<file path="config.mk">
export PLATFORM = sky130hd
export DESIGN_NAME = audio_level_meter_dbfs_flat
export DESIGN_NICKNAME = d
export VERILOG_FILES = /design/src/sv/alm_pkg.sv /design/src/sv/alm_in_if.sv /design/src/sv/alm_out_if.sv /design/src/sv/alm_root.sv /design/src/sv/audio_level_meter_dbfs.sv /design/src/flat_wrapper.sv
export SDC_FILE = /design/constraint.sdc
export NUM_CORES = 2
export LEC_CHECK = 0
export BUFFER_PORTS_ARGS = -buffer_cell sky130_fd_sc_hd__buf_4
export CAP_MARGIN = 25
export CORE_MARGIN = 4
export CORE_UTILIZATION = 59
export DETAILED_ROUTE_END_ITERATION = 8
export PLACE_DENSITY = 0.75
export SLEW_MARGIN = 0
export SYNTH_ARGS = -nofsm -noshare
export SYNTH_HDL_FRONTEND = slang
export SYNTH_SLANG_ARGS = --single-unit
</file>
<file path="constraint.sdc">
create_clock -name clk -period 8.95 [get_ports clk]
set_clock_uncertainty 0.1 [all_clocks]
set_input_delay 0.895 -clock clk [delete_from_list [all_inputs] [get_ports clk]]
set_output_delay 0.895 -clock clk [all_outputs]
set_load 0.01 [all_outputs]
</file>
<file path="src/sv/alm_pkg.sv">
`timescale 1ns / 1ps
// ----------------------------------------------------------------------------
// alm_pkg
// Shared types, constants and the log2 fraction table builder for the audio
// level meter.
// ----------------------------------------------------------------------------
package alm_pkg;

  localparam int COUNT_BITS_DEF     = 18;
  localparam int LOG_TABLE_BITS_DEF = 6;
  localparam int FRAC_BITS          = 16;
  localparam int FS_LOG2            = 23;

  localparam int CFG_IDX_W  = 2;
  localparam int CFG_DATA_W = 12;

  localparam logic [22:0] DB16_PER_OCT = 23'd6313057;
  localparam logic [23:0] RMS_LIMIT    = 24'h800000;
  localparam logic [15:0] DIV5_RECIP   = 16'd52429;
  localparam logic [12:0] LEVEL_SAT    = 13'd1920;
  localparam logic signed [11:0] LEVEL_MIN = -12'sd1920;

  // configuration register indexes
  localparam logic [CFG_IDX_W-1:0] CFG_CLIP  = 2'd0;
  localparam logic [CFG_IDX_W-1:0] CFG_NOISE = 2'd1;
  localparam logic [CFG_IDX_W-1:0] CFG_OK    = 2'd2;
  localparam logic [CFG_IDX_W-1:0] CFG_WEAK  = 2'd3;

  typedef enum logic [2:0] {
    VD_NO_DATA = 3'd0,
    VD_CLIP    = 3'd1,
    VD_NOISY   = 3'd2,
    VD_OK      = 3'd3,
    VD_WEAK    = 3'd4,
    VD_WAIT    = 3'd5
  } verdict_t;

  typedef enum logic [2:0] {
    ST_IDLE,
    ST_SQ,
    ST_ROOT_GO,
    ST_ROOT,
    ST_LV_NORM,
    ST_LV_RND,
    ST_FMUL,
    ST_OUT
  } state_t;

  typedef enum logic [1:0] {
    RT_IDLE,
    RT_DIV,
    RT_SQRT
  } root_state_t;

  // 16 fractional bits of log2(1 + idx/2^tbits) by repeated squaring in Q30
  function automatic logic [15:0] alm_frac_entry(input int idx, input int tbits);
    logic [63:0] x;
    logic [15:0] f;
    x = ((64'd1 << tbits) + 64'(idx)) << (30 - tbits);
    f = '0;
    for (int k = 0; k < FRAC_BITS; k++) begin
      x = (x * x) >> 30;
      f = {f[14:0], 1'b0};
      if (x >= (64'd2 << 30)) begin
        f[0] = 1'b1;
        x    = x >> 1;
      end
    end
    return f;
  endfunction

endpackage

</file>
<file path="src/sv/alm_in_if.sv">
`timescale 1ns / 1ps
// ----------------------------------------------------------------------------
// alm_in_if
// Input channel: audio sample words and report ticks.
// ----------------------------------------------------------------------------
interface alm_in_if;
  logic               valid;
  logic               ready;
  logic               func;
  logic signed [31:0] raw_word;

  modport source (output valid, output func, output raw_word, input ready);
  modport sink   (input valid, input func, input raw_word, output ready);
endinterface

</file>
<file path="src/sv/alm_out_if.sv">
`timescale 1ns / 1ps
// ----------------------------------------------------------------------------
// alm_out_if
// Result channel: one level report per non-empty window.
// ----------------------------------------------------------------------------
interface alm_out_if;
  logic               valid;
  logic               ready;
  logic [23:0]        rms_value;
  logic signed [11:0] rms_level;
  logic signed [11:0] peak_level;
  logic signed [11:0] noise_floor;
  logic signed [11:0] level_rise;
  logic [17:0]        nonzero_samples;
  logic [17:0]        window_samples;
  logic [2:0]         verdict;

  modport source (output valid, output rms_value, output rms_level, output peak_level,
                  output noise_floor, output level_rise, output nonzero_samples,
                  output window_samples, output verdict, input ready);
  modport sink   (input valid, input rms_value, input rms_level, input peak_level,
                  input noise_floor, input level_rise, input nonzero_samples,
                  input window_samples, input verdict, output ready);
endinterface

</file>
<file path="src/sv/alm_root.sv">
`timescale 1ns / 1ps
// ----------------------------------------------------------------------------
// alm_root
// Mean-square root engine: restoring divide of the square sum by the sample
// count, then a bit-pair square root, both on one shared 64-bit subtractor.
// ----------------------------------------------------------------------------
module alm_root #(
  parameter int COUNT_BITS = alm_pkg::COUNT_BITS_DEF
) (
  input  logic                  clk,
  input  logic                  rst_n,
  input  logic                  start,
  input  logic [63:0]           sum,
  input  logic [COUNT_BITS-1:0] count,
  output logic                  done,
  output logic [23:0]           rms
);
  import alm_pkg::*;

  root_state_t           st_r, st_nxt;
  logic [COUNT_BITS-1:0] rem_r, rem_nxt;
  logic [COUNT_BITS-1:0] div_r, div_nxt;
  logic [63:0]           q_r, q_nxt;
  logic [63:0]           r_r, r_nxt;
  logic [63:0]           bit_r, bit_nxt;
  logic [5:0]            cnt_r, cnt_nxt;
  logic                  done_r, done_nxt;
  logic [23:0]           rms_r, rms_nxt;

  logic [63:0]           sub_a, sub_b, sub_d;
  logic                  sub_borrow, sub_ge;
  logic [COUNT_BITS:0]   div_try;
  logic [63:0]           r_step;

  // shared subtractor
  assign {sub_borrow, sub_d} = {1'b0, sub_a} - {1'b0, sub_b};
  assign sub_ge = !sub_borrow;

  assign div_try = {rem_r, q_r[63]};

  always_comb begin
    st_nxt   = st_r;
    rem_nxt  = rem_r;
    div_nxt  = div_r;
    q_nxt    = q_r;
    r_nxt    = r_r;
    bit_nxt  = bit_r;
    cnt_nxt  = cnt_r;
    done_nxt = 1'b0;
    rms_nxt  = rms_r;
    sub_a    = 64'(div_try);
    sub_b    = 64'(div_r);
    r_step   = '0;
    unique case (st_r)
      RT_IDLE: begin
        if (start) begin
          q_nxt   = sum;
          div_nxt = count;
          rem_nxt = '0;
          cnt_nxt = 6'd63;
          st_nxt  = RT_DIV;
        end
      end
      RT_DIV: begin
        // one quotient bit a cycle
        if (sub_ge) begin
          rem_nxt = sub_d[COUNT_BITS-1:0];
          q_nxt   = {q_r[62:0], 1'b1};
        end else begin
          rem_nxt = div_try[COUNT_BITS-1:0];
          q_nxt   = {q_r[62:0], 1'b0};
        end
        cnt_nxt = cnt_r - 6'd1;
        if (cnt_r == '0) begin
          r_nxt   = '0;
          bit_nxt = 64'd1 << 62;
          cnt_nxt = 6'd31;
          st_nxt  = RT_SQRT;
        end
      end
      RT_SQRT: begin
        // one root bit a cycle; r and bit never overlap
        sub_a = q_r;
        sub_b = r_r | bit_r;
        if (sub_ge) begin
          q_nxt  = sub_d;
          r_step = (r_r >> 1) | bit_r;
        end else begin
          r_step = r_r >> 1;
        end
        r_nxt   = r_step;
        bit_nxt = bit_r >> 2;
        cnt_nxt = cnt_r - 6'd1;
        if (cnt_r == '0) begin
          rms_nxt  = (r_step > 64'(RMS_LIMIT)) ? RMS_LIMIT : r_step[23:0];
          done_nxt = 1'b1;
          st_nxt   = RT_IDLE;
        end
      end
      default: st_nxt = RT_IDLE;
    endcase
  end

  always_ff @(posedge clk) begin
    if (!rst_n) begin
      st_r   <= RT_IDLE;
      done_r <= 1'b0;
    end else begin
      st_r   <= st_nxt;
      done_r <= done_nxt;
    end
    rem_r <= rem_nxt;
    div_r <= div_nxt;
    q_r   <= q_nxt;
    r_r   <= r_nxt;
    bit_r <= bit_nxt;
    cnt_r <= cnt_nxt;
    rms_r <= rms_nxt;
  end

  assign done = done_r;
  assign rms  = rms_r;

`ifndef ASSERT_OFF
  a_start_idle: assert property (@(posedge clk) disable iff (!rst_n)
    start |-> st_r == RT_IDLE) else $error("root start while busy");
  a_done_pulse: assert property (@(posedge clk) disable iff (!rst_n)
    done_r |=> !done_r) else $error("root done held");
  a_rms_limit: assert property (@(posedge clk) disable iff (!rst_n)
    done_r |-> rms_r <= RMS_LIMIT) else $error("root above full scale");
`endif

endmodule

</file>
<file path="src/sv/audio_level_meter_dbfs.sv">
`timescale 1ns / 1ps
// ----------------------------------------------------------------------------
// audio_level_meter_dbfs
// RMS and peak level meter in 1/16 dBFS with quiet-floor tracking.
//
// in_ch carries beats of func/raw_word. A sample beat (func 0) takes the
// signed 24-bit sample from raw_word[31:8]; it passes through an accept and
// a square step, the sum add overlapping the next accept. A report tick
// (func 1) on a non-empty window runs a divide and a square root in
// alm_root, then two level conversions (leading-one search, scale and
// round), a floor multiply and the load into the output register.
// A tick on an empty window is dropped. in_ch.ready is low during the square
// cycle and while a tick is being worked on.
// out_ch holds one result in a register; while the receiver stalls, samples
// are still taken, and a following tick waits at the end for the register.
// cfg_we/cfg_index/cfg_data write one threshold a cycle; the user must do so
// only while idle; the block does not enforce it. Synchronous reset clears the
// window, the floor and the output valid, and restores the threshold defaults.
// ----------------------------------------------------------------------------
module audio_level_meter_dbfs #(
  parameter int COUNT_BITS     = alm_pkg::COUNT_BITS_DEF,
  parameter int LOG_TABLE_BITS = alm_pkg::LOG_TABLE_BITS_DEF
) (
  input  logic                            clk,
  input  logic                            rst_n,
  alm_in_if.sink                          in_ch,
  alm_out_if.source                       out_ch,
  input  logic                            cfg_we,
  input  logic [alm_pkg::CFG_IDX_W-1:0]   cfg_index,
  input  logic [alm_pkg::CFG_DATA_W-1:0]  cfg_data
);
  import alm_pkg::*;

  localparam int TAB_N = 1 << LOG_TABLE_BITS;

  state_t                state_r, state_nxt;
  logic signed [11:0]    clip_r, clip_nxt, noise_r, noise_nxt;
  logic [10:0]           okd_r, okd_nxt, weakd_r, weakd_nxt;
  logic [63:0]           sum_r, sum_nxt;
  logic [COUNT_BITS-1:0] total_r, total_nxt, nz_r, nz_nxt;
  logic [23:0]           peak_r, peak_nxt;
  logic signed [11:0]    floor_r, floor_nxt;
  logic                  floor_ok_r, floor_ok_nxt;
  logic [23:0]           mag_r, mag_nxt;
  logic                  mag_nz_r, mag_nz_nxt;
  logic [47:0]           sq_r, sq_nxt;
  logic                  pend_r, pend_nxt;
  logic [23:0]           lv_v_r, lv_v_nxt;
  logic [4:0]            lv_e_r, lv_e_nxt;
  logic                  lv_sel_r, lv_sel_nxt;
  logic [43:0]           lv_prod_r, lv_prod_nxt;
  logic signed [11:0]    rms_db_r, rms_db_nxt, peak_db_r, peak_db_nxt;
  logic [23:0]           rms_r, rms_nxt;
  logic [29:0]           fprod_r, fprod_nxt;
  logic                  ov_r, ov_nxt;
  logic [23:0]           o_rms_r, o_rms_nxt;
  logic signed [11:0]    o_rdb_r, o_rdb_nxt, o_pdb_r, o_pdb_nxt;
  logic signed [11:0]    o_flr_r, o_flr_nxt, o_dlt_r, o_dlt_nxt;
  logic [17:0]           o_nz_r, o_nz_nxt, o_tot_r, o_tot_nxt;
  verdict_t              o_vd_r, o_vd_nxt;

  logic                  root_start, root_done;
  logic [23:0]           root_rms;
  logic [15:0]           frac_tab [TAB_N];

  logic                  in_beat;
  logic signed [23:0]    smp;
  logic [64:0]           acc_sum;
  logic                  lv_small;
  logic [LOG_TABLE_BITS-1:0] lv_idx;
  logic [20:0]           lv_d;
  logic [44:0]           lv_rsum;
  logic [10:0]           lv_q;
  logic signed [11:0]    lv_rnd_level, lv_level;
  logic                  lv_finish;
  logic signed [14:0]    fn_full;
  logic signed [12:0]    fdiv_s;
  logic signed [11:0]    floor_new, delta;
  logic signed [12:0]    delta_x;
  verdict_t              vd;

  // log2 fraction table, built at elaboration
  for (genvar g = 0; g < TAB_N; g++) begin : g_tab
    assign frac_tab[g] = alm_frac_entry(g, LOG_TABLE_BITS);
  end

  alm_root #(.COUNT_BITS(COUNT_BITS)) u_root (
    .clk   (clk),
    .rst_n (rst_n),
    .start (root_start),
    .sum   (sum_r),
    .count (total_r),
    .done  (root_done),
    .rms   (root_rms)
  );

  assign in_ch.ready = (state_r == ST_IDLE);
  assign in_beat     = in_ch.valid && in_ch.ready;
  assign smp         = in_ch.raw_word[31:8];
  assign acc_sum     = {1'b0, sum_r} + 65'(sq_r);

  // level datapath: leading-one search, table, scale and round
  assign lv_small     = (lv_v_r[23:1] == '0);
  assign lv_idx       = lv_v_r[22 -: LOG_TABLE_BITS];
  assign lv_d         = {5'(FS_LOG2) - lv_e_r, 16'd0} - 21'(frac_tab[lv_idx]);
  assign lv_rsum      = {1'b0, lv_prod_r} + (45'd1 << 31);
  assign lv_q         = (lv_rsum[44:32] > LEVEL_SAT) ? LEVEL_SAT[10:0] : lv_rsum[42:32];
  assign lv_rnd_level = -$signed({1'b0, lv_q});
  assign lv_level     = (state_r == ST_LV_RND) ? lv_rnd_level : LEVEL_MIN;
  assign lv_finish    = (state_r == ST_LV_RND) || (state_r == ST_LV_NORM && lv_small);

  // floor: first level, then floor((4*floor + level)/5) by reciprocal if lower
  assign fn_full   = 15'(4 * floor_r) + 15'(rms_db_r) + 15'sd10240;
  assign fdiv_s    = $signed({1'b0, fprod_r[29:18]}) - 13'sd2048;
  assign floor_new = !floor_ok_r ? rms_db_r :
                     (rms_db_r < floor_r) ? fdiv_s[11:0] : floor_r;
  assign delta     = rms_db_r - floor_new;
  assign delta_x   = {delta[11], delta};

  always_comb begin
    if (nz_r == '0)                               vd = VD_NO_DATA;
    else if (peak_db_r > clip_r)                  vd = VD_CLIP;
    else if (floor_new > noise_r)                 vd = VD_NOISY;
    else if (delta_x >= $signed({2'b00, okd_r}))  vd = VD_OK;
    else if (delta_x >= $signed({2'b00, weakd_r})) vd = VD_WEAK;
    else                                          vd = VD_WAIT;
  end

  always_comb begin
    state_nxt    = state_r;
    clip_nxt     = clip_r;
    noise_nxt    = noise_r;
    okd_nxt      = okd_r;
    weakd_nxt    = weakd_r;
    sum_nxt      = sum_r;
    total_nxt    = total_r;
    nz_nxt       = nz_r;
    peak_nxt     = peak_r;
    floor_nxt    = floor_r;
    floor_ok_nxt = floor_ok_r;
    mag_nxt      = mag_r;
    mag_nz_nxt   = mag_nz_r;
    sq_nxt       = sq_r;
    pend_nxt     = 1'b0;
    lv_v_nxt     = lv_v_r;
    lv_e_nxt     = lv_e_r;
    lv_sel_nxt   = lv_sel_r;
    lv_prod_nxt  = lv_prod_r;
    rms_db_nxt   = rms_db_r;
    peak_db_nxt  = peak_db_r;
    rms_nxt      = rms_r;
    fprod_nxt    = fprod_r;
    ov_nxt       = ov_r && !out_ch.ready;
    o_rms_nxt    = o_rms_r;
    o_rdb_nxt    = o_rdb_r;
    o_pdb_nxt    = o_pdb_r;
    o_flr_nxt    = o_flr_r;
    o_dlt_nxt    = o_dlt_r;
    o_nz_nxt     = o_nz_r;
    o_tot_nxt    = o_tot_r;
    o_vd_nxt     = o_vd_r;
    root_start   = 1'b0;

    // take configuration writes
    if (cfg_we) begin
      unique case (cfg_index)
        CFG_CLIP:  clip_nxt  = cfg_data;
        CFG_NOISE: noise_nxt = cfg_data;
        CFG_OK:    okd_nxt   = cfg_data[10:0];
        CFG_WEAK:  weakd_nxt = cfg_data[10:0];
        default:   ;
      endcase
    end

    // add the last square, saturating
    if (pend_r) begin
      sum_nxt = acc_sum[64] ? '1 : acc_sum[63:0];
    end

    // store a finished level and move on to the peak
    if (lv_finish) begin
      if (lv_sel_r) begin
        peak_db_nxt = lv_level;
      end else begin
        rms_db_nxt = lv_level;
      end
    end

    unique case (state_r)
      ST_IDLE: begin
        if (in_beat) begin
          if (!in_ch.func) begin
            mag_nxt    = smp[23] ? (~smp + 24'd1) : smp;
            mag_nz_nxt = (smp != '0);
            state_nxt  = ST_SQ;
          end else if (total_r != '0) begin
            state_nxt = ST_ROOT_GO;
          end
        end
      end
      ST_SQ: begin
        sq_nxt   = mag_r * mag_r;
        pend_nxt = 1'b1;
        if (total_r != '1) total_nxt = total_r + 1'b1;
        if (mag_nz_r && nz_r != '1) nz_nxt = nz_r + 1'b1;
        if (mag_r > peak_r) peak_nxt = mag_r;
        state_nxt = ST_IDLE;
      end
      ST_ROOT_GO: begin
        root_start = 1'b1;
        state_nxt  = ST_ROOT;
      end
      ST_ROOT: begin
        if (root_done) begin
          rms_nxt    = root_rms;
          lv_v_nxt   = root_rms;
          lv_e_nxt   = 5'(FS_LOG2);
          lv_sel_nxt = 1'b0;
          state_nxt  = ST_LV_NORM;
        end
      end
      ST_LV_NORM: begin
        if (lv_small) begin
          if (lv_sel_r) begin
            state_nxt = ST_FMUL;
          end else begin
            lv_v_nxt   = peak_r;
            lv_e_nxt   = 5'(FS_LOG2);
            lv_sel_nxt = 1'b1;
          end
        end else if (lv_v_r[23]) begin
          lv_prod_nxt = 44'(lv_d) * 44'(DB16_PER_OCT);
          state_nxt   = ST_LV_RND;
        end else begin
          lv_v_nxt = {lv_v_r[22:0], 1'b0};
          lv_e_nxt = lv_e_r - 5'd1;
        end
      end
      ST_LV_RND: begin
        if (lv_sel_r) begin
          state_nxt = ST_FMUL;
        end else begin
          lv_v_nxt   = peak_r;
          lv_e_nxt   = 5'(FS_LOG2);
          lv_sel_nxt = 1'b1;
          state_nxt  = ST_LV_NORM;
        end
      end
      ST_FMUL: begin
        fprod_nxt = 30'(fn_full[13:0]) * 30'(DIV5_RECIP);
        state_nxt = ST_OUT;
      end
      ST_OUT: begin
        // load the result once the output register is free, then clear
        if (!ov_r || out_ch.ready) begin
          ov_nxt       = 1'b1;
          o_rms_nxt    = rms_r;
          o_rdb_nxt    = rms_db_r;
          o_pdb_nxt    = peak_db_r;
          o_flr_nxt    = floor_new;
          o_dlt_nxt    = delta;
          o_nz_nxt     = 18'(nz_r);
          o_tot_nxt    = 18'(total_r);
          o_vd_nxt     = vd;
          floor_nxt    = floor_new;
          floor_ok_nxt = 1'b1;
          sum_nxt      = '0;
          total_nxt    = '0;
          nz_nxt       = '0;
          peak_nxt     = '0;
          state_nxt    = ST_IDLE;
        end
      end
      default: state_nxt = ST_IDLE;
    endcase
  end

  always_ff @(posedge clk) begin
    if (!rst_n) begin
      state_r    <= ST_IDLE;
      clip_r     <= -12'sd16;
      noise_r    <= -12'sd320;
      okd_r      <= 11'd192;
      weakd_r    <= 11'd96;
      sum_r      <= '0;
      total_r    <= '0;
      nz_r       <= '0;
      peak_r     <= '0;
      floor_r    <= '0;
      floor_ok_r <= 1'b0;
      pend_r     <= 1'b0;
      ov_r       <= 1'b0;
    end else begin
      state_r    <= state_nxt;
      clip_r     <= clip_nxt;
      noise_r    <= noise_nxt;
      okd_r      <= okd_nxt;
      weakd_r    <= weakd_nxt;
      sum_r      <= sum_nxt;
      total_r    <= total_nxt;
      nz_r       <= nz_nxt;
      peak_r     <= peak_nxt;
      floor_r    <= floor_nxt;
      floor_ok_r <= floor_ok_nxt;
      pend_r     <= pend_nxt;
      ov_r       <= ov_nxt;
    end
    mag_r     <= mag_nxt;
    mag_nz_r  <= mag_nz_nxt;
    sq_r      <= sq_nxt;
    lv_v_r    <= lv_v_nxt;
    lv_e_r    <= lv_e_nxt;
    lv_sel_r  <= lv_sel_nxt;
    lv_prod_r <= lv_prod_nxt;
    rms_db_r  <= rms_db_nxt;
    peak_db_r <= peak_db_nxt;
    rms_r     <= rms_nxt;
    fprod_r   <= fprod_nxt;
    o_rms_r   <= o_rms_nxt;
    o_rdb_r   <= o_rdb_nxt;
    o_pdb_r   <= o_pdb_nxt;
    o_flr_r   <= o_flr_nxt;
    o_dlt_r   <= o_dlt_nxt;
    o_nz_r    <= o_nz_nxt;
    o_tot_r   <= o_tot_nxt;
    o_vd_r    <= o_vd_nxt;
  end

  assign out_ch.valid           = ov_r;
  assign out_ch.rms_value       = o_rms_r;
  assign out_ch.rms_level       = o_rdb_r;
  assign out_ch.peak_level      = o_pdb_r;
  assign out_ch.noise_floor     = o_flr_r;
  assign out_ch.level_rise      = o_dlt_r;
  assign out_ch.nonzero_samples = o_nz_r;
  assign out_ch.window_samples  = o_tot_r;
  assign out_ch.verdict         = o_vd_r;

`ifndef ASSERT_OFF
  a_sample_sq: assert property (@(posedge clk) disable iff (!rst_n)
    (in_beat && !in_ch.func) |=> state_r == ST_SQ) else $error("sample not squared");
  a_done_root: assert property (@(posedge clk) disable iff (!rst_n)
    root_done |-> state_r == ST_ROOT) else $error("root result outside wait");
  a_clear: assert property (@(posedge clk) disable iff (!rst_n)
    (state_r == ST_OUT && state_nxt == ST_IDLE) |=> (total_r == '0 && out_ch.valid))
    else $error("window not cleared on result");
  a_level: assert property (@(posedge clk) disable iff (!rst_n)
    out_ch.valid |-> (out_ch.rms_level <= 0 && out_ch.rms_level >= -1920))
    else $error("rms level out of range");
`endif

endmodule
</file>
<file path="src/flat_wrapper.sv">
// flat-port wrapper written by rule: the top's interface ports become plain ports
module audio_level_meter_dbfs_flat import alm_pkg::*;
#(
  parameter int COUNT_BITS     = alm_pkg::COUNT_BITS_DEF,
  parameter int LOG_TABLE_BITS = alm_pkg::LOG_TABLE_BITS_DEF
)
  (clk, rst_n, cfg_we, cfg_index, cfg_data, in_ch_valid, in_ch_func, in_ch_raw_word, in_ch_ready, out_ch_valid, out_ch_rms_value, out_ch_rms_level, out_ch_peak_level, out_ch_noise_floor, out_ch_level_rise, out_ch_nonzero_samples, out_ch_window_samples, out_ch_verdict, out_ch_ready);
  alm_in_if in_ch_i ();
  alm_out_if out_ch_i ();
  input  logic clk;
  input  logic rst_n;
  input  logic cfg_we;
  input  logic [alm_pkg::CFG_IDX_W-1:0] cfg_index;
  input  logic [alm_pkg::CFG_DATA_W-1:0] cfg_data;
  input wire logic [$bits(in_ch_i.valid)-1:0] in_ch_valid;
  input wire logic [$bits(in_ch_i.func)-1:0] in_ch_func;
  input wire logic [$bits(in_ch_i.raw_word)-1:0] in_ch_raw_word;
  output wire logic [$bits(in_ch_i.ready)-1:0] in_ch_ready;
  output wire logic [$bits(out_ch_i.valid)-1:0] out_ch_valid;
  output wire logic [$bits(out_ch_i.rms_value)-1:0] out_ch_rms_value;
  output wire logic [$bits(out_ch_i.rms_level)-1:0] out_ch_rms_level;
  output wire logic [$bits(out_ch_i.peak_level)-1:0] out_ch_peak_level;
  output wire logic [$bits(out_ch_i.noise_floor)-1:0] out_ch_noise_floor;
  output wire logic [$bits(out_ch_i.level_rise)-1:0] out_ch_level_rise;
  output wire logic [$bits(out_ch_i.nonzero_samples)-1:0] out_ch_nonzero_samples;
  output wire logic [$bits(out_ch_i.window_samples)-1:0] out_ch_window_samples;
  output wire logic [$bits(out_ch_i.verdict)-1:0] out_ch_verdict;
  input wire logic [$bits(out_ch_i.ready)-1:0] out_ch_ready;
  assign in_ch_i.valid = in_ch_valid;
  assign in_ch_i.func = in_ch_func;
  assign in_ch_i.raw_word = in_ch_raw_word;
  assign in_ch_ready = in_ch_i.ready;
  assign out_ch_valid = out_ch_i.valid;
  assign out_ch_rms_value = out_ch_i.rms_value;
  assign out_ch_rms_level = out_ch_i.rms_level;
  assign out_ch_peak_level = out_ch_i.peak_level;
  assign out_ch_noise_floor = out_ch_i.noise_floor;
  assign out_ch_level_rise = out_ch_i.level_rise;
  assign out_ch_nonzero_samples = out_ch_i.nonzero_samples;
  assign out_ch_window_samples = out_ch_i.window_samples;
  assign out_ch_verdict = out_ch_i.verdict;
  assign out_ch_i.ready = out_ch_ready;
  audio_level_meter_dbfs #(.COUNT_BITS(COUNT_BITS), .LOG_TABLE_BITS(LOG_TABLE_BITS)) u_core (.clk(clk), .rst_n(rst_n), .in_ch(in_ch_i), .out_ch(out_ch_i), .cfg_we(cfg_we), .cfg_index(cfg_index), .cfg_data(cfg_data));
endmodule
</file>
Word level (Yosys, flattened, before mapping)

Memories as Yosys holds them, arrays and structs flattened.
Cells that the tools add are included.

Register bits after elaboration: 785
ROM bits: 1024
Memories: 1

Memory list:

| name             | depth | bits a word | read ports | clocked after Yosys merged registers in | write ports | RTL line                      | text |
|---|---|---|---|---|---|---|---|
| (name not given) | 64    | 16          | 1          | 0                                       | 0           | audio_level_meter_dbfs.sv:105 | `assign lv_d = {5'(FS_LOG2) - lv_e_r, 16'd0} - 21'(frac_tab[lv_idx]);` |

Add/sub/neg operators: 15
Multipliers: 3
Magnitude comparators: 9
Equal/unequal tests: 29
Mux-type cells: 73
Bitwise logic cells: 7
Reduce and logical (&&, ||, !) cells: 48

Operators by type and width:

| cell                     | count |
|---|---|
| $mux W64                 | 12 |
| $pmux W64 S2             | 2 |
| $pmux W64 S3             | 1 |
| $mux W24                 | 6 |
| $pmux W18 S2             | 3 |
| $mux W18                 | 5 |
| $pmux W24 S3             | 1 |
| $add A64 B48 Y65         | 1 |
| $sub A64 B64 Y65         | 1 |
| $gt A64 B24 Y1 const B   | 1 |
| $or A63 B64 Y64          | 1 |
| $or A64 B64 Y64          | 1 |
| $mul A24 B24 Y48         | 1 |
| $pmux W24 S2             | 1 |
| $add A44 B32 Y45 const B | 1 |
| $mul A21 B23 Y44 const B | 1 |
| $add A18 B1 Y18 const B  | 2 |
| $mux W12                 | 3 |
| $ne A18 B18 Y1 const B   | 2 |
| $mux W16                 | 2 |
| $mul A14 B16 Y30 const B | 1 |
| $reduce_and A2 Y1        | 15 |
| $reduce_and A3 Y1        | 9 |
| $add A24 B1 Y24 const B  | 1 |
| other kinds (55)         | 110 |

Depth between registers and ports, before layout

Word-level depth: 9
Gate-level depth with buffers: 41

Hierarchy

From an unflattened synthesis, not the netlist that was laid out.

Cell total of the unflattened synthesis: 6524
Area total of the unflattened synthesis: 64398.0 µm²

Modules (own cells, without submodules):

| module                 | instances | cells an instance | area an instance (µm²) | seq. area each (µm²) |
|---|---|---|---|---|
| audio_level_meter_dbfs | 1         | 5031              | 49787.8                | 12351.8 |
| alm_root               | 1         | 1493              | 14610.3                | 6816.5 |

Worst setup path after synthesis

OpenSTA, ideal clock, no wires.

Kind: flip-flop to flip-flop
Start: register u_core.lv_v_r[17]
End: register u_core.lv_prod_r[43] (data pin)
Library setup time: 0.261 ns
Arrival: 9.018 ns
Required time: 8.589 ns
Path slack: -0.429 ns
Stages on the path, launching flop included: 41
Buffers on the path: 3
Cells stage by stage: edfxtp_1 > clkbuf_1 > inv_1 > ha_1 > clkbuf_1 > clkbuf_1 > mux2i_1 > nor2_1 > o311ai_1 > o21ai_1 > inv_1 > ha_1 > inv_1 > a311oi_1 > nand4_1 > or2_2 > nand2b_1 > xnor2_1 > (+5 left out) > inv_1 > fa_1 > inv_1 > fa_1 > inv_1 > fa_1 > inv_1 > ha_1 > o21a_1 > o21ai_0 > a21oi_1 > o41a_1 > a21oi_1 > a211oi_1 > o21a_1 > o21a_1 > o21ai_0 > xnor2_1

Word-level cells in the longest chain between the ends: 6

Ends and longest elaborated chain:

| item                                        | RTL line                      | text |
|---|---|---|
| start: declaration                          | audio_level_meter_dbfs.sv:48  | `logic [23:0] lv_v_r, lv_v_nxt;` |
| start signal: assignment                    | audio_level_meter_dbfs.sv:311 | `lv_v_r <= lv_v_nxt;` |
| $not A6 Y7 (not written as such)            | audio_level_meter_dbfs.sv:105 |  |
| $mem_v2 Z64 W16                             | -                             |  |
| $mux W16 (not written as such) (2 in a row) | audio_level_meter_dbfs.sv:105 |  |
| $sub A21 B16 Y21                            | audio_level_meter_dbfs.sv:105 |  |
| $mul A21 B23 Y44                            | audio_level_meter_dbfs.sv:232 | `lv_prod_nxt = 44'(lv_d) * 44'(DB16_PER_OCT);` |
| end signal: assignment                      | audio_level_meter_dbfs.sv:314 | `lv_prod_r <= lv_prod_nxt;` |
| end: declaration                            | audio_level_meter_dbfs.sv:51  | `logic [43:0] lv_prod_r, lv_prod_nxt;` |

Every way passes these cells. The select of a mux whose other input is x is not followed.
A chain may end at the register's enable or synchronous reset.

Final worst setup path

Ends and elaborated chain as after synthesis.

==> impl_summary.log <==
INFO  metric rsz_0062_raised_after_global_routing = true
INFO  metric firstDrtPassIters = 9
INFO  metric timing.critical_path.fanout_max = 6
INFO  metric core = 106000 um2
INFO  metric clkTransAtPathRegs = 0.06 ns
INFO  metric path_delay_family = adder cells
INFO  metric hold_viol = 0
INFO  metric cts.hold.buffers_added = 0
INFO  metric wirelength_met1 = 70100 um
INFO  metric grt_antenna_before_repair = 3
INFO  metric synth-edff-count = 511
INFO  metric drc = 17
INFO  metric timing.setup.tns = -0.382 ns
INFO  metric globalplace.congestion = 0.945
INFO  metric run_status = finished, violations left
INFO  metric min_period_over_period = 102%
INFO  metric gr_usage_total = 28.5%
INFO  metric ports_placed_on_the_boundary = 165
INFO  metric timing_max_transition_violations_final = 0
INFO  metric tritoncts.num_buffers = 74
INFO  metric synth_seq_cells = 702
INFO  metric worst_hold_path_type = reg -> reg
INFO  metric drive_gt1_share = 9.66%
INFO  metric cts_num_sinks = 702
INFO  metric clk-insertion-delay-late = 0.66 ns
INFO  metric route.met2.wl = 73000 um
INFO  metric buffer_ports.inserted = 156
INFO  metric critPathSlowestCell = or4b_4
INFO  metric clk_path_buf_depth = 3
INFO  metric root_buffer = clkbuf_16
INFO  metric multi_input_area = 40400 um2
INFO  metric detail_route.iter0.violations = 4170
INFO  metric place.detailed.hpwl = 124000 um
INFO  metric postRouteWirelength = 160000 um
INFO  metric grt_first_pass_wirelength = 257000 um
INFO  metric grt_max_degree = 84
INFO  metric yosys_warnings = 0
INFO  metric number_of_vias_after_detailed_routing = 47600
INFO  metric placement_rows = 119
INFO  metric syn_avg_cell_area = 9.91 um2
INFO  metric yosysSeqAreaShare = 30.2%
INFO  metric dieArea = 113000 um2
INFO  metric critPathMaxStageDelay = 0.59 ns
INFO  metric required = 9.23 ns
INFO  metric setup_violations = 3
INFO  metric drv.max_cap_violation_count = 0
INFO  metric die_width = 336 um
INFO  metric num-fill-cells = 8179
INFO  metric path_buf_inv = 9
INFO  metric worst_slew_margin_rel = 31.9%
INFO  metric sequential_cell_area = 19200 um2
INFO  metric worst_slack = -0.164 ns
INFO  metric tritoncts = built
INFO  metric cp.arrival = 9.39 ns
INFO  metric via_count_of_the_first_global_routing_pass = 47800
INFO  metric fin_hold_ws = 0.320 ns
INFO  metric most_numerous_cell_on_the_critical_path = fa_1
INFO  metric setup.worst_path.start_class = flop
INFO  metric setup.worst_path.end_class = flop
INFO  metric syn_inst = 6395
INFO  metric synth_net_count = 7744
INFO  metric area_growth_syn_to_layout = 10.5%
INFO  metric achievable-frequency = 110 MHz
INFO  metric highest_routed_metal_layer = met5
INFO  metric final_cell_mix = 841 x inv_1, 712 x ha_1, 566 x fa_1
INFO  metric sum_of_overflow_across_all_layers_after_global_routing = 0
INFO  metric synth-main-ff-cell = edfxtp_1
INFO  metric min_period = 9.11 ns
INFO  metric timing.setup.critical_path_class = reg -> reg
INFO  metric fp.dieH = 336 um
INFO  metric layout_commonest_cell = inv_1
INFO  metric violations = DRC, setup timing
INFO  metric final_nets = 7926
INFO  metric wl_per_cell = 19.9 um
INFO  metric initial_core_utilization = 59.8%
INFO  metric routed_via_density = 5.92
INFO  metric tightest_slew = 1.02 ns
INFO  metric yosysUniqueCellTypes = 93
INFO  metric final_antenna_net_count = 0
INFO  metric async_reset_ff_share = 0%
INFO  metric cts_htree_levels = 3
INFO  metric netlist_area = 63400 um2
INFO  metric met3RoutedLength = 11600 um
final cells by class:
class                           count  area share [%]
Antenna cell                        3          0.0107
Clock buffer                       96            2.89
Clock inverter                     40           0.682
Inverter                          854            4.58
Multi-Input combinational cell   4572            57.7
Sequential cell                   702            27.4
Tap cell                         1391            2.48
Timing Repair Buffer              373            4.25
synth_stat cells (all sizes together), types with 37 or more instances:
cell / count / area share (%)
nand2: 525 / 3.1
ha: 731 / 14
inv: 851 / 5.0
nor2: 351 / 2.1
xnor2: 183 / 2.5
o21ai: 248 / 2.0
nor4: 37 / 0.37
nor3: 94 / 0.74
dfxtp: 191 / 6.0
nand4: 56 / 0.56
a22oi: 50 / 0.59
a21o: 124 / 1.5
nand3: 113 / 0.90
a21oi: 352 / 2.8
a21boi: 56 / 0.66
fa: 566 / 18
nand2b: 43 / 0.42
edfxtp: 511 / 24
clkbuf: 227 / 1.3
buf: 40 / 0.30
nor2b: 50 / 0.49
mux2i: 46 / 0.73
and2: 277 / 2.7
o21a: 38 / 0.45
xor2: 109 / 1.5
a31oi: 76 / 0.75
and3: 42 / 0.41
per-layer routing:
metal | track usage (%) | vias to the layer above
met5 | 0 | -
met2 | 45.8 | 1695
met3 | 4.31 | 310
li1 | - | 22300
met4 | 8.92 | 2
met1 | 40.2 | 23300
path summary, 6_finish.rpt:
| kind | startpoint | end | slack, ns | cells after the start |
|---|---|---|---|---|
| hold / removal | u_core.rms_r[21] | u_core.out_ch.rms_value[21] | 0.32 | 0 |
| hold reg to reg | u_core.rms_r[21] | u_core.out_ch.rms_value[21] | 0.32 | 0 |
| setup / recovery | u_core.lv_v_r[17] | u_core.lv_prod_r[43] | -0.16 | 35 |
| setup reg to reg | u_core.lv_v_r[17] | u_core.lv_prod_r[43] | -0.16 | 35 |
repair_timing:
item / CTS / global route
setup buffers: 1 / 30
gates resized for setup: 6 / 66
pin swaps: 5 / 42
endpoints found under the setup margin: 3 / 17
flip-flops by register name, summed over array words and instances, names as in the netlist, 32 cells and up:
register             cells
u_core.sum_r            64
u_core.u_root.q_r       64
u_core.u_root.r_r       63
u_core.sq_r             47
u_core.u_root.bit_r     32
stage by stage:
step	util, %	worst slack [ns]	area (um2)	instances
6_report	66.1	-0.164	70000	8031
3_3_place_gp	63.0	0.0414	66800	7857
2_1_floorplan	-	0.00372	63400	6395
5_1_grt	66.1	-0.447	70000	8030
3_5_place_dp	63.1	-0.0831	66900	7862
4_1_cts	65.5	0.00495	69500	7999
cells by family (layout without fill, tap and decap cells):
family | count (synthesis) | after routing | synth area share (%)
AO/OA/AOI/OAI | 1218 | 1218 | 12.4
other | 0 | 3 | 0
adder cells (fa/ha/maj) | 1297 | 1297 | 32.3
multiplexers | 77 | 77 | 1.37
flip-flops | 702 | 702 | 30.2
AND/OR/NAND/NOR | 1688 | 1688 | 13.0
XOR/XNOR | 292 | 292 | 4.06
buffers and inverters | 1121 | 1363 | 6.70
Power is not shown: default switching activity piles up to over one toggle a cycle in this logic, so the estimate is an artifact.
